[config.mk]
export PLATFORM = sky130hd
export DESIGN_NAME = nmea_sentence_framer_flat
export DESIGN_NICKNAME = d
export VERILOG_FILES = /design/src/rtl/nsf_pkg.sv /design/src/rtl/nsf_req_if.sv /design/src/rtl/nsf_rsp_if.sv /design/src/rtl/nsf_in_stage.sv /design/src/rtl/nsf_frame_core.sv /design/src/rtl/nsf_out_stage.sv /design/src/rtl/nmea_sentence_framer.sv /design/src/flat_wrapper.sv
export VERILOG_INCLUDE_DIRS = /design/src /design/src/rtl
export SDC_FILE = /design/constraint.sdc
export NUM_CORES = 1
export LEC_CHECK = 0
export ABC_AREA = 1
export BUFFER_PORTS_ARGS = -buffer_cell sky130_fd_sc_hd__buf_2
export CORE_MARGIN = 5
export CORE_UTILIZATION = 60
export DETAILED_ROUTE_END_ITERATION = 10
export PLACE_DENSITY = 0.83
export SYNTH_ARGS = -nofsm -noshare
export SYNTH_HDL_FRONTEND = slang
export SYNTH_SLANG_ARGS = --single-unit
[constraint.sdc]
create_clock -name clock -period 8.8 [get_ports clock]
set_input_delay 0.44 -clock clock [delete_from_list [all_inputs] [get_ports clock]]
set_output_delay 0.44 -clock clock [all_outputs]
set_load 0.02 [all_outputs]
[src/rtl/nmea_sentence_framer_macros.svh]
// assertion macros for the nmea sentence framer
// each expects signals named clock and reset in the using module
`ifndef NMEA_SENTENCE_FRAMER_MACROS_SVH
`define NMEA_SENTENCE_FRAMER_MACROS_SVH

`ifndef NO_ASSERTIONS

// condition holds at every clock outside reset
`define NSF_ASSERT_ALWAYS(label, cond, msg) \
   label: assert property (@(posedge clock) disable iff (reset) (cond)) else $error(msg);

// consequent holds in the cycle after the antecedent
`define NSF_ASSERT_NEXT(label, ante, cons, msg) \
   label: assert property (@(posedge clock) disable iff (reset) (ante) |=> (cons)) \
      else $error(msg);

`else

`define NSF_ASSERT_ALWAYS(label, cond, msg)
`define NSF_ASSERT_NEXT(label, ante, cons, msg)

`endif

`endif

[src/rtl/nsf_pkg.sv]
package nsf_pkg;

   localparam int unsigned MAX_LEN = 83;
   localparam int unsigned LEN_W   = 7;

   localparam logic [7:0] CH_START = 8'h24;
   localparam logic [7:0] CH_END   = 8'h0A;
   localparam logic [7:0] CH_STAR  = 8'h2A;

   // hex decoder result: bit 4 set means not a hex digit
   localparam logic [4:0] HEX_BAD = 5'd16;

   localparam logic [LEN_W-1:0] MAX_LEN_C   = LEN_W'(MAX_LEN);
   localparam logic [LEN_W-1:0] SHORT_LIMIT = LEN_W'(3);

   typedef enum logic [2:0] {
      STAT_OK       = 3'd0,
      STAT_MISMATCH = 3'd1,
      STAT_NO_SUM   = 3'd2,
      STAT_SHORT    = 3'd3,
      STAT_OVERFLOW = 3'd4
   } frame_status_type;

   typedef enum logic {
      KIND_BODY = 1'b0,
      KIND_END  = 1'b1
   } item_kind_type;

   typedef struct packed {
      item_kind_type    item_kind;
      logic [7:0]       body_byte;
      frame_status_type frame_status;
      logic [7:0]       computed_sum;
      logic [7:0]       received_sum;
      logic [LEN_W-1:0] frame_length;
   } rsp_item_type;

   function automatic logic [4:0] hex_value(input logic [7:0] c);
      logic [4:0] v;
      v = HEX_BAD;
      if (c >= 8'h30 && c <= 8'h39) begin
         v = 5'(c - 8'h30);
      end else if (c >= 8'h41 && c <= 8'h46) begin
         v = 5'(c - 8'h41 + 8'd10);
      end else if (c >= 8'h61 && c <= 8'h66) begin
         v = 5'(c - 8'h61 + 8'd10);
      end
      return v;
   endfunction

endpackage

[src/rtl/nsf_req_if.sv]
interface nsf_req_if;
   logic       valid;
   logic       ready;
   logic [7:0] rx_byte;

   modport source (output valid, output rx_byte, input ready);
   modport sink (input valid, input rx_byte, output ready);
endinterface

[src/rtl/nsf_rsp_if.sv]
interface nsf_rsp_if;
   logic       valid;
   logic       ready;
   logic       item_kind;
   logic [7:0] body_byte;
   logic [2:0] frame_status;
   logic [7:0] computed_sum;
   logic [7:0] received_sum;
   logic [6:0] frame_length;

   modport source (output valid, output item_kind, output body_byte, output frame_status,
                   output computed_sum, output received_sum, output frame_length,
                   input ready);
   modport sink (input valid, input item_kind, input body_byte, input frame_status,
                 input computed_sum, input received_sum, input frame_length,
                 output ready);
endinterface

[src/rtl/nsf_in_stage.sv]
module nsf_in_stage import nsf_pkg::*; (
   input  logic       clock,
   input  logic       reset,
   input  logic       req_valid,
   input  logic [7:0] req_byte,
   output logic       req_ready,
   input  logic       take,
   output logic       in_vld,
   output logic [7:0] in_byte
);

   logic       in_vld_ff, in_vld_in;
   logic [7:0] in_byte_ff, in_byte_in;
   logic       accept;

   assign req_ready = !in_vld_ff || take;
   assign accept    = req_valid && req_ready;

   always_comb begin
      in_vld_in  = in_vld_ff;
      in_byte_in = in_byte_ff;
      if (accept) begin
         in_vld_in  = 1'b1;
         in_byte_in = req_byte;
      end else if (take) begin
         in_vld_in = 1'b0;
      end
   end

   always_ff @(posedge clock) begin
      if (reset) begin
         in_vld_ff <= 1'b0;
      end else begin
         in_vld_ff <= in_vld_in;
      end
      in_byte_ff <= in_byte_in;
   end

   assign in_vld  = in_vld_ff;
   assign in_byte = in_byte_ff;

endmodule

[src/rtl/nsf_frame_core.sv]
`include "nmea_sentence_framer_macros.svh"

module nsf_frame_core import nsf_pkg::*; (
   input  logic         clock,
   input  logic         reset,
   input  logic         step,
   input  logic [7:0]   in_byte,
   output logic         res_vld,
   output rsp_item_type res_item
);

   logic             in_frame_ff, in_frame_in;
   logic [LEN_W-1:0] byte_count_ff, byte_count_in;
   logic [7:0]       running_xor_ff, running_xor_in;
   logic             star_seen_ff, star_seen_in;
   logic [2:0]       after_star_ff, after_star_in;
   logic [7:0]       digit_value_ff, digit_value_in;
   logic             digit_bad_ff, digit_bad_in;

   logic [LEN_W-1:0] count_next;
   logic [4:0]       hex_v;
   logic [3:0]       nibble;
   logic             sum_ok;

   assign count_next = byte_count_ff + LEN_W'(1);
   assign hex_v      = hex_value(in_byte);
   assign nibble     = hex_v[4] ? 4'd0 : hex_v[3:0];
   assign sum_ok     = !digit_bad_ff && (digit_value_ff == running_xor_ff);

   always_comb begin
      in_frame_in    = in_frame_ff;
      byte_count_in  = byte_count_ff;
      running_xor_in = running_xor_ff;
      star_seen_in   = star_seen_ff;
      after_star_in  = after_star_ff;
      digit_value_in = digit_value_ff;
      digit_bad_in   = digit_bad_ff;
      res_vld        = 1'b0;
      res_item       = '0;

      if (step) begin
         if (!in_frame_ff) begin
            if (in_byte == CH_START) begin
               in_frame_in    = 1'b1;
               byte_count_in  = LEN_W'(1);
               running_xor_in = '0;
               star_seen_in   = 1'b0;
               after_star_in  = '0;
               digit_value_in = '0;
               digit_bad_in   = 1'b0;
            end
         end else if (count_next < MAX_LEN_C && in_byte != CH_END) begin
            byte_count_in = count_next;
            if (!star_seen_ff) begin
               if (in_byte == CH_STAR) begin
                  star_seen_in  = 1'b1;
                  after_star_in = '0;
               end else begin
                  running_xor_in     = running_xor_ff ^ in_byte;
                  res_vld            = 1'b1;
                  res_item.item_kind = KIND_BODY;
                  res_item.body_byte = in_byte;
               end
            end else begin
               if (after_star_ff < 3'd2) begin
                  if (hex_v[4]) begin
                     digit_bad_in = 1'b1;
                  end
                  if (after_star_ff == 3'd0) begin
                     digit_value_in = {nibble, 4'd0};
                  end else begin
                     digit_value_in = digit_value_ff | {4'd0, nibble};
                  end
               end
               if (after_star_ff != 3'd7) begin
                  after_star_in = after_star_ff + 3'd1;
               end
            end
         end else begin
            res_vld               = 1'b1;
            res_item.item_kind    = KIND_END;
            res_item.computed_sum = running_xor_ff;
            res_item.frame_length = count_next;
            if (count_next >= MAX_LEN_C) begin
               res_item.frame_status = STAT_OVERFLOW;
            end else if (count_next <= SHORT_LIMIT) begin
               res_item.frame_status = STAT_SHORT;
            end else if (star_seen_ff && after_star_ff == 3'd3) begin
               res_item.frame_status = sum_ok ? STAT_OK : STAT_MISMATCH;
               res_item.received_sum = digit_value_ff;
            end else begin
               res_item.frame_status = STAT_NO_SUM;
            end
            in_frame_in    = 1'b0;
            byte_count_in  = '0;
            running_xor_in = '0;
            star_seen_in   = 1'b0;
            after_star_in  = '0;
            digit_value_in = '0;
            digit_bad_in   = 1'b0;
         end
      end
   end

   always_ff @(posedge clock) begin
      if (reset) begin
         in_frame_ff    <= 1'b0;
         byte_count_ff  <= '0;
         running_xor_ff <= '0;
         star_seen_ff   <= 1'b0;
         after_star_ff  <= '0;
         digit_value_ff <= '0;
         digit_bad_ff   <= 1'b0;
      end else begin
         in_frame_ff    <= in_frame_in;
         byte_count_ff  <= byte_count_in;
         running_xor_ff <= running_xor_in;
         star_seen_ff   <= star_seen_in;
         after_star_ff  <= after_star_in;
         digit_value_ff <= digit_value_in;
         digit_bad_ff   <= digit_bad_in;
      end
   end

   `NSF_ASSERT_ALWAYS(a_star_in_frame, star_seen_ff |-> in_frame_ff, "star seen while hunting")
   `NSF_ASSERT_ALWAYS(a_count_range, in_frame_ff |-> (byte_count_ff != '0 && byte_count_ff < MAX_LEN_C), "byte count out of range")
   `NSF_ASSERT_ALWAYS(a_hunt_clear, !in_frame_ff |-> (byte_count_ff == '0 && running_xor_ff == '0), "frame state not cleared while hunting")
   `NSF_ASSERT_ALWAYS(a_digits_after_star, !star_seen_ff |-> (after_star_ff == '0 && !digit_bad_ff), "checksum digits without star")
   `NSF_ASSERT_NEXT(a_end_clears, res_vld && res_item.item_kind == KIND_END, !in_frame_ff, "frame not closed after end word")

endmodule

[src/rtl/nsf_out_stage.sv]
module nsf_out_stage import nsf_pkg::*; (
   input  logic         clock,
   input  logic         reset,
   input  logic         load,
   input  rsp_item_type load_item,
   input  logic         rsp_ready,
   output logic         can_take,
   output logic         out_vld,
   output rsp_item_type out_item
);

   logic         out_vld_ff, out_vld_in;
   rsp_item_type out_item_ff, out_item_in;

   assign can_take = !out_vld_ff || rsp_ready;

   always_comb begin
      out_item_in = out_item_ff;
      if (load) begin
         out_vld_in  = 1'b1;
         out_item_in = load_item;
      end else begin
         out_vld_in = out_vld_ff && !rsp_ready;
      end
   end

   always_ff @(posedge clock) begin
      if (reset) begin
         out_vld_ff <= 1'b0;
      end else begin
         out_vld_ff <= out_vld_in;
      end
      out_item_ff <= out_item_in;
   end

   assign out_vld  = out_vld_ff;
   assign out_item = out_item_ff;

endmodule

[src/rtl/nmea_sentence_framer.sv]
// nmea 0183 sentence framer: takes one received byte per word on req_chan and hunts
// for '$', then counts the sentence through '\n'. every body byte before the first
// '*' comes out at once on rsp_chan as a provisional body word (item_kind 0) and is
// xored into the running checksum; at '\n', or when the count reaches MAX_LEN (83),
// one end word (item_kind 1) carries the status (ok, checksum mismatch, no checksum,
// too short, overflow), the computed and received sums and the sentence length. a
// checksum counts only as '*', two hex digits and one trailing byte (normally cr,
// dropped); a non-hex digit reads as a mismatch. the consumer keeps or drops the
// provisional bytes by the status. throughput is one byte per clock unless rsp_chan
// stalls: the whole per-byte update is one step of the frame state registers. an
// accepted byte passes through the input register and then the result register;
// bytes that cause no result (hunting, '*', checksum digits) leave nothing.
module nmea_sentence_framer import nsf_pkg::*; (
   input  logic clock,
   input  logic reset,
   nsf_req_if.sink   req_chan,
   nsf_rsp_if.source rsp_chan
);

   // input register
   logic         in_vld;
   logic [7:0]   in_byte;
   logic         advance;

   // frame state update
   logic         res_vld;
   rsp_item_type res_item;

   // result register
   logic         out_can_take;
   logic         out_vld;
   rsp_item_type out_item;

   // a byte moves on when the result register is free or being drained
   assign advance = in_vld && out_can_take;

   nsf_in_stage u_in_stage (
      .clock     (clock),
      .reset     (reset),
      .req_valid (req_chan.valid),
      .req_byte  (req_chan.rx_byte),
      .req_ready (req_chan.ready),
      .take      (advance),
      .in_vld    (in_vld),
      .in_byte   (in_byte)
   );

   nsf_frame_core u_frame_core (
      .clock    (clock),
      .reset    (reset),
      .step     (advance),
      .in_byte  (in_byte),
      .res_vld  (res_vld),
      .res_item (res_item)
   );

   // only bytes that produce a word load the result register
   nsf_out_stage u_out_stage (
      .clock     (clock),
      .reset     (reset),
      .load      (res_vld),
      .load_item (res_item),
      .rsp_ready (rsp_chan.ready),
      .can_take  (out_can_take),
      .out_vld   (out_vld),
      .out_item  (out_item)
   );

   // result word onto the channel
   assign rsp_chan.valid        = out_vld;
   assign rsp_chan.item_kind    = out_item.item_kind;
   assign rsp_chan.body_byte    = out_item.body_byte;
   assign rsp_chan.frame_status = out_item.frame_status;
   assign rsp_chan.computed_sum = out_item.computed_sum;
   assign rsp_chan.received_sum = out_item.received_sum;
   assign rsp_chan.frame_length = out_item.frame_length;

endmodule
[src/flat_wrapper.sv]
// flat-port wrapper written by rule: the top's interface ports become plain ports
module nmea_sentence_framer_flat import nsf_pkg::*;
  (clock, reset, req_chan_valid, req_chan_rx_byte, req_chan_ready, rsp_chan_valid, rsp_chan_item_kind, rsp_chan_body_byte, rsp_chan_frame_status, rsp_chan_computed_sum, rsp_chan_received_sum, rsp_chan_frame_length, rsp_chan_ready);
  nsf_req_if req_chan_i ();
  nsf_rsp_if rsp_chan_i ();
  input  logic clock;
  input  logic reset;
  input wire logic [$bits(req_chan_i.valid)-1:0] req_chan_valid;
  input wire logic [$bits(req_chan_i.rx_byte)-1:0] req_chan_rx_byte;
  output wire logic [$bits(req_chan_i.ready)-1:0] req_chan_ready;
  output wire logic [$bits(rsp_chan_i.valid)-1:0] rsp_chan_valid;
  output wire logic [$bits(rsp_chan_i.item_kind)-1:0] rsp_chan_item_kind;
  output wire logic [$bits(rsp_chan_i.body_byte)-1:0] rsp_chan_body_byte;
  output wire logic [$bits(rsp_chan_i.frame_status)-1:0] rsp_chan_frame_status;
  output wire logic [$bits(rsp_chan_i.computed_sum)-1:0] rsp_chan_computed_sum;
  output wire logic [$bits(rsp_chan_i.received_sum)-1:0] rsp_chan_received_sum;
  output wire logic [$bits(rsp_chan_i.frame_length)-1:0] rsp_chan_frame_length;
  input wire logic [$bits(rsp_chan_i.ready)-1:0] rsp_chan_ready;
  assign req_chan_i.valid = req_chan_valid;
  assign req_chan_i.rx_byte = req_chan_rx_byte;
  assign req_chan_ready = req_chan_i.ready;
  assign rsp_chan_valid = rsp_chan_i.valid;
  assign rsp_chan_item_kind = rsp_chan_i.item_kind;
  assign rsp_chan_body_byte = rsp_chan_i.body_byte;
  assign rsp_chan_frame_status = rsp_chan_i.frame_status;
  assign rsp_chan_computed_sum = rsp_chan_i.computed_sum;
  assign rsp_chan_received_sum = rsp_chan_i.received_sum;
  assign rsp_chan_frame_length = rsp_chan_i.frame_length;
  assign rsp_chan_i.ready = rsp_chan_ready;
  nmea_sentence_framer u_core (.clock(clock), .reset(reset), .req_chan(req_chan_i), .rsp_chan(rsp_chan_i));
endmodule
==> reports/results.tsv <==
metric	value	unit
p_per_area	168	nW/um2
path_max_fanout	25	
min_period	3.29	ns
htree_levels	3	
core-area	5820	um2
most-common-layout-cells	nand2_1, nor2_1, inv_1, buf_2, edfxtp_1	
drive_gt1_frac	0.186	
grtUsageTotal	0.210	
post_cts_hold_buffer_count	0	
stdcell_count	533	
postCtsSetupBuffers	0	
yosys_register_bits	74	
required	8.83	ns
place_area	3840	um2
place_inst	517	
crit_type	reg -> reg	
reg2reg_slack	5.51	ns
cts_buffers	9	
max_freq	304	MHz
synth_top_area_cell	edfxtp_1	
r2r_cells	9	
dieWidth	86.8	um
grt_remaining_overflow	0	
r2r_end	u_core.u_out_stage.out_item[23]	
rsz0062_at_grt	no	
grt_pass1_wl	12100	um
drc	0	
critPathMaxStageDelay	0.57	ns
maxSlewViolCount	0	
dieArea	7530	um2
hold_depth	1	
ctsResizeCount	0	
gp_congestion	0.881	
ir_drop	110	uV
wl_per_cell	13.7	um
root_buffer	clkbuf_8	
synth_top_area_share	0.365	
clkSinkCount	74	
clk_latency	0.35	ns
fin_tns_setup	0	ns
cap_viol_max_count	0	
p_leak	1.71	nW
multiInputGateArea	1370	um2
rows	28	
drt-pass1-iter-count	5	
portBuffers	48	
n_fill_cell	450	
avgSynthCellArea	8.86	um2
vias	2823	
synth_cell_types	38	
crit_slowest_cell	nand2_1	
worst_hold_startpoint	req_chan_rx_byte[6]	
hp-class	in -> reg	
start_kind	register	
final_common_cell	nand2_1	
synthesis.nets	421	
slew_headroom	0.510	
dieHeight	86.8	um
antenna_cells	0	
min_period_over_period	0.374	
tritoncts	built	
fin_nets	475	
final_util	0.698	
final_area	4060	um2
antenna_found_initial	0	
regArea	1910	um2
crit_arrival	3.32	ns
grt_max_degree	26	
yosysWarnings	0	
worst_slew_pin_slew	0.733	ns
syn2layout_area_growth	14.8	%
r2r-start	u_core.u_frame_core.byte_count_ff[0]	
fin_skew	0.00839	ns
ant_nets	0	
clockBufferDepth	2	
end_kind	register	
status	finished clean	
finalHoldViolations	0	
yosys-top-cells-area	edfxtp_1, dfxtp_1, nand2_1, nor2_1, inv_1	
boundaryPins	49	
dp_hpwl	5460	um
start_util	0.608	
drt_wl_total	7300	um
crit_path_cell_trace	inv_1 > ha_1 > or2_2 > nand3_2 > nand2_4 > nand3_2 > nand2_1 > nand2_1 > buf_4	
crit_path_start	u_core.u_frame_core.byte_count_ff[0]	
syn_area	3530	um2
path_clk_slew	0.08	ns
first_global_vias	2632	
min_to	u_core.u_in_stage.in_byte[6]	
drtIter0Drc	160	
netlist_instances	399	
setup_viol	0	
power	682	uW
yosysSeqAreaShare	0.541	
viasPerCell	5.30	
## critical path: cells and delay by family, from the launching register on
family	cells	cell delay [ns]
fa+ha+maj	1	0.34
buf+inv	2	0.48
flops	1	0.50
simple gates	6	1.63
## state kept, by name, indices dropped and copies added, names as in the netlist
signal,count
u_core.u_frame_core.byte_count_ff,7
u_core.u_frame_core.in_frame_ff,1
u_core.u_frame_core.digit_value_ff,8
u_core.u_out_stage.out_vld,1
u_core.u_frame_core.star_seen_ff,1
u_core.u_in_stage.in_vld,1
u_core.u_frame_core.running_xor_ff,8
u_core.u_in_stage.in_byte,8
u_core.u_frame_core.digit_bad_ff,1
u_core.u_out_stage.out_item,35
u_core.u_frame_core.after_star_ff,3
## Yosys cell counts (all sizes together)
| cell type | number |
|---|---|
| and2 | 2 |
| nand4 | 8 |
| nand3b | 1 |
| clkbuf | 1 |
| a31oi | 2 |
| or2 | 1 |
| inv | 58 |
| o21ai | 13 |
| nand3 | 26 |
| nor3 | 7 |
| buf | 5 |
| nand2 | 76 |
| o211a | 1 |
| o22ai | 1 |
| nor4 | 1 |
| nor2 | 74 |
| a211oi | 6 |
| o211ai | 1 |
| xnor2 | 6 |
| and3 | 1 |
| o2111ai | 1 |
| a221oi | 1 |
| dfxtp | 31 |
| xor2 | 1 |
| edfxtp | 43 |
| ha | 10 |
| a31o | 1 |
| a21oi | 20 |
## cells by family (layout without fill, tap and decap cells)
group | after synthesis | in the layout | synth area share
buffers and inverters | 64 | 123 | 0.0715
AND/OR/NAND/NOR | 197 | 197 | 0.253
adder cells (fa/ha/maj) | 10 | 10 | 0.0354
XOR/XNOR | 7 | 7 | 0.0195
AO/OA/AOI/OAI | 47 | 47 | 0.0796
flip-flops | 74 | 74 | 0.541
## per-layer routing
metal	share of wire	wire length [um]	GRT usage
met5	0	0	0
met4	0.023	165	0.0963
met3	0.065	472	0.0447
met2	0.47	3440	0.336
met1	0.44	3220	0.273
## worst max path at each step
stage               cells after the start  slack [ns]                         endpoint
CTS                                     9        5.50   u_core.u_out_stage.out_item[7]
floorplan                              10        5.89   u_core.u_out_stage.out_item[0]
finish                                  9        5.51  u_core.u_out_stage.out_item[23]
global placement                        9        5.69   u_core.u_out_stage.out_item[1]
detailed placement                      9        5.52   u_core.u_out_stage.out_item[1]
global route                           11        5.32  u_core.u_out_stage.out_item[24]
## cell type report
class | count | share of cell area
well taps | 75 | 0.0231
repair buffers | 49 | 0.0610
clock inverters | 6 | 0.0222
flip-flops and latches | 74 | 0.471
inverters | 58 | 0.0536
multi-input cells | 261 | 0.338
clock buffers | 10 | 0.0314
## where the power goes
part	internal, mW	switching, mW	total, mW
clock	0.161	0.128	0.289
combinational	0.00772	0.0144	0.0221
sequential	0.366	0.00489	0.371
total	0.535	0.147	0.682
## per-stage QoR
stage	worst slack, ns	hold WS (ns)
2_1_floorplan	5.89	0.430
3_3_place_gp	5.69	0.442
3_5_place_dp	5.52	0.465
4_1_cts	5.50	0.253
5_1_grt	5.32	0.247
6_report	5.51	0.261
No activity file was read; power rests on OpenSTA's default activity.
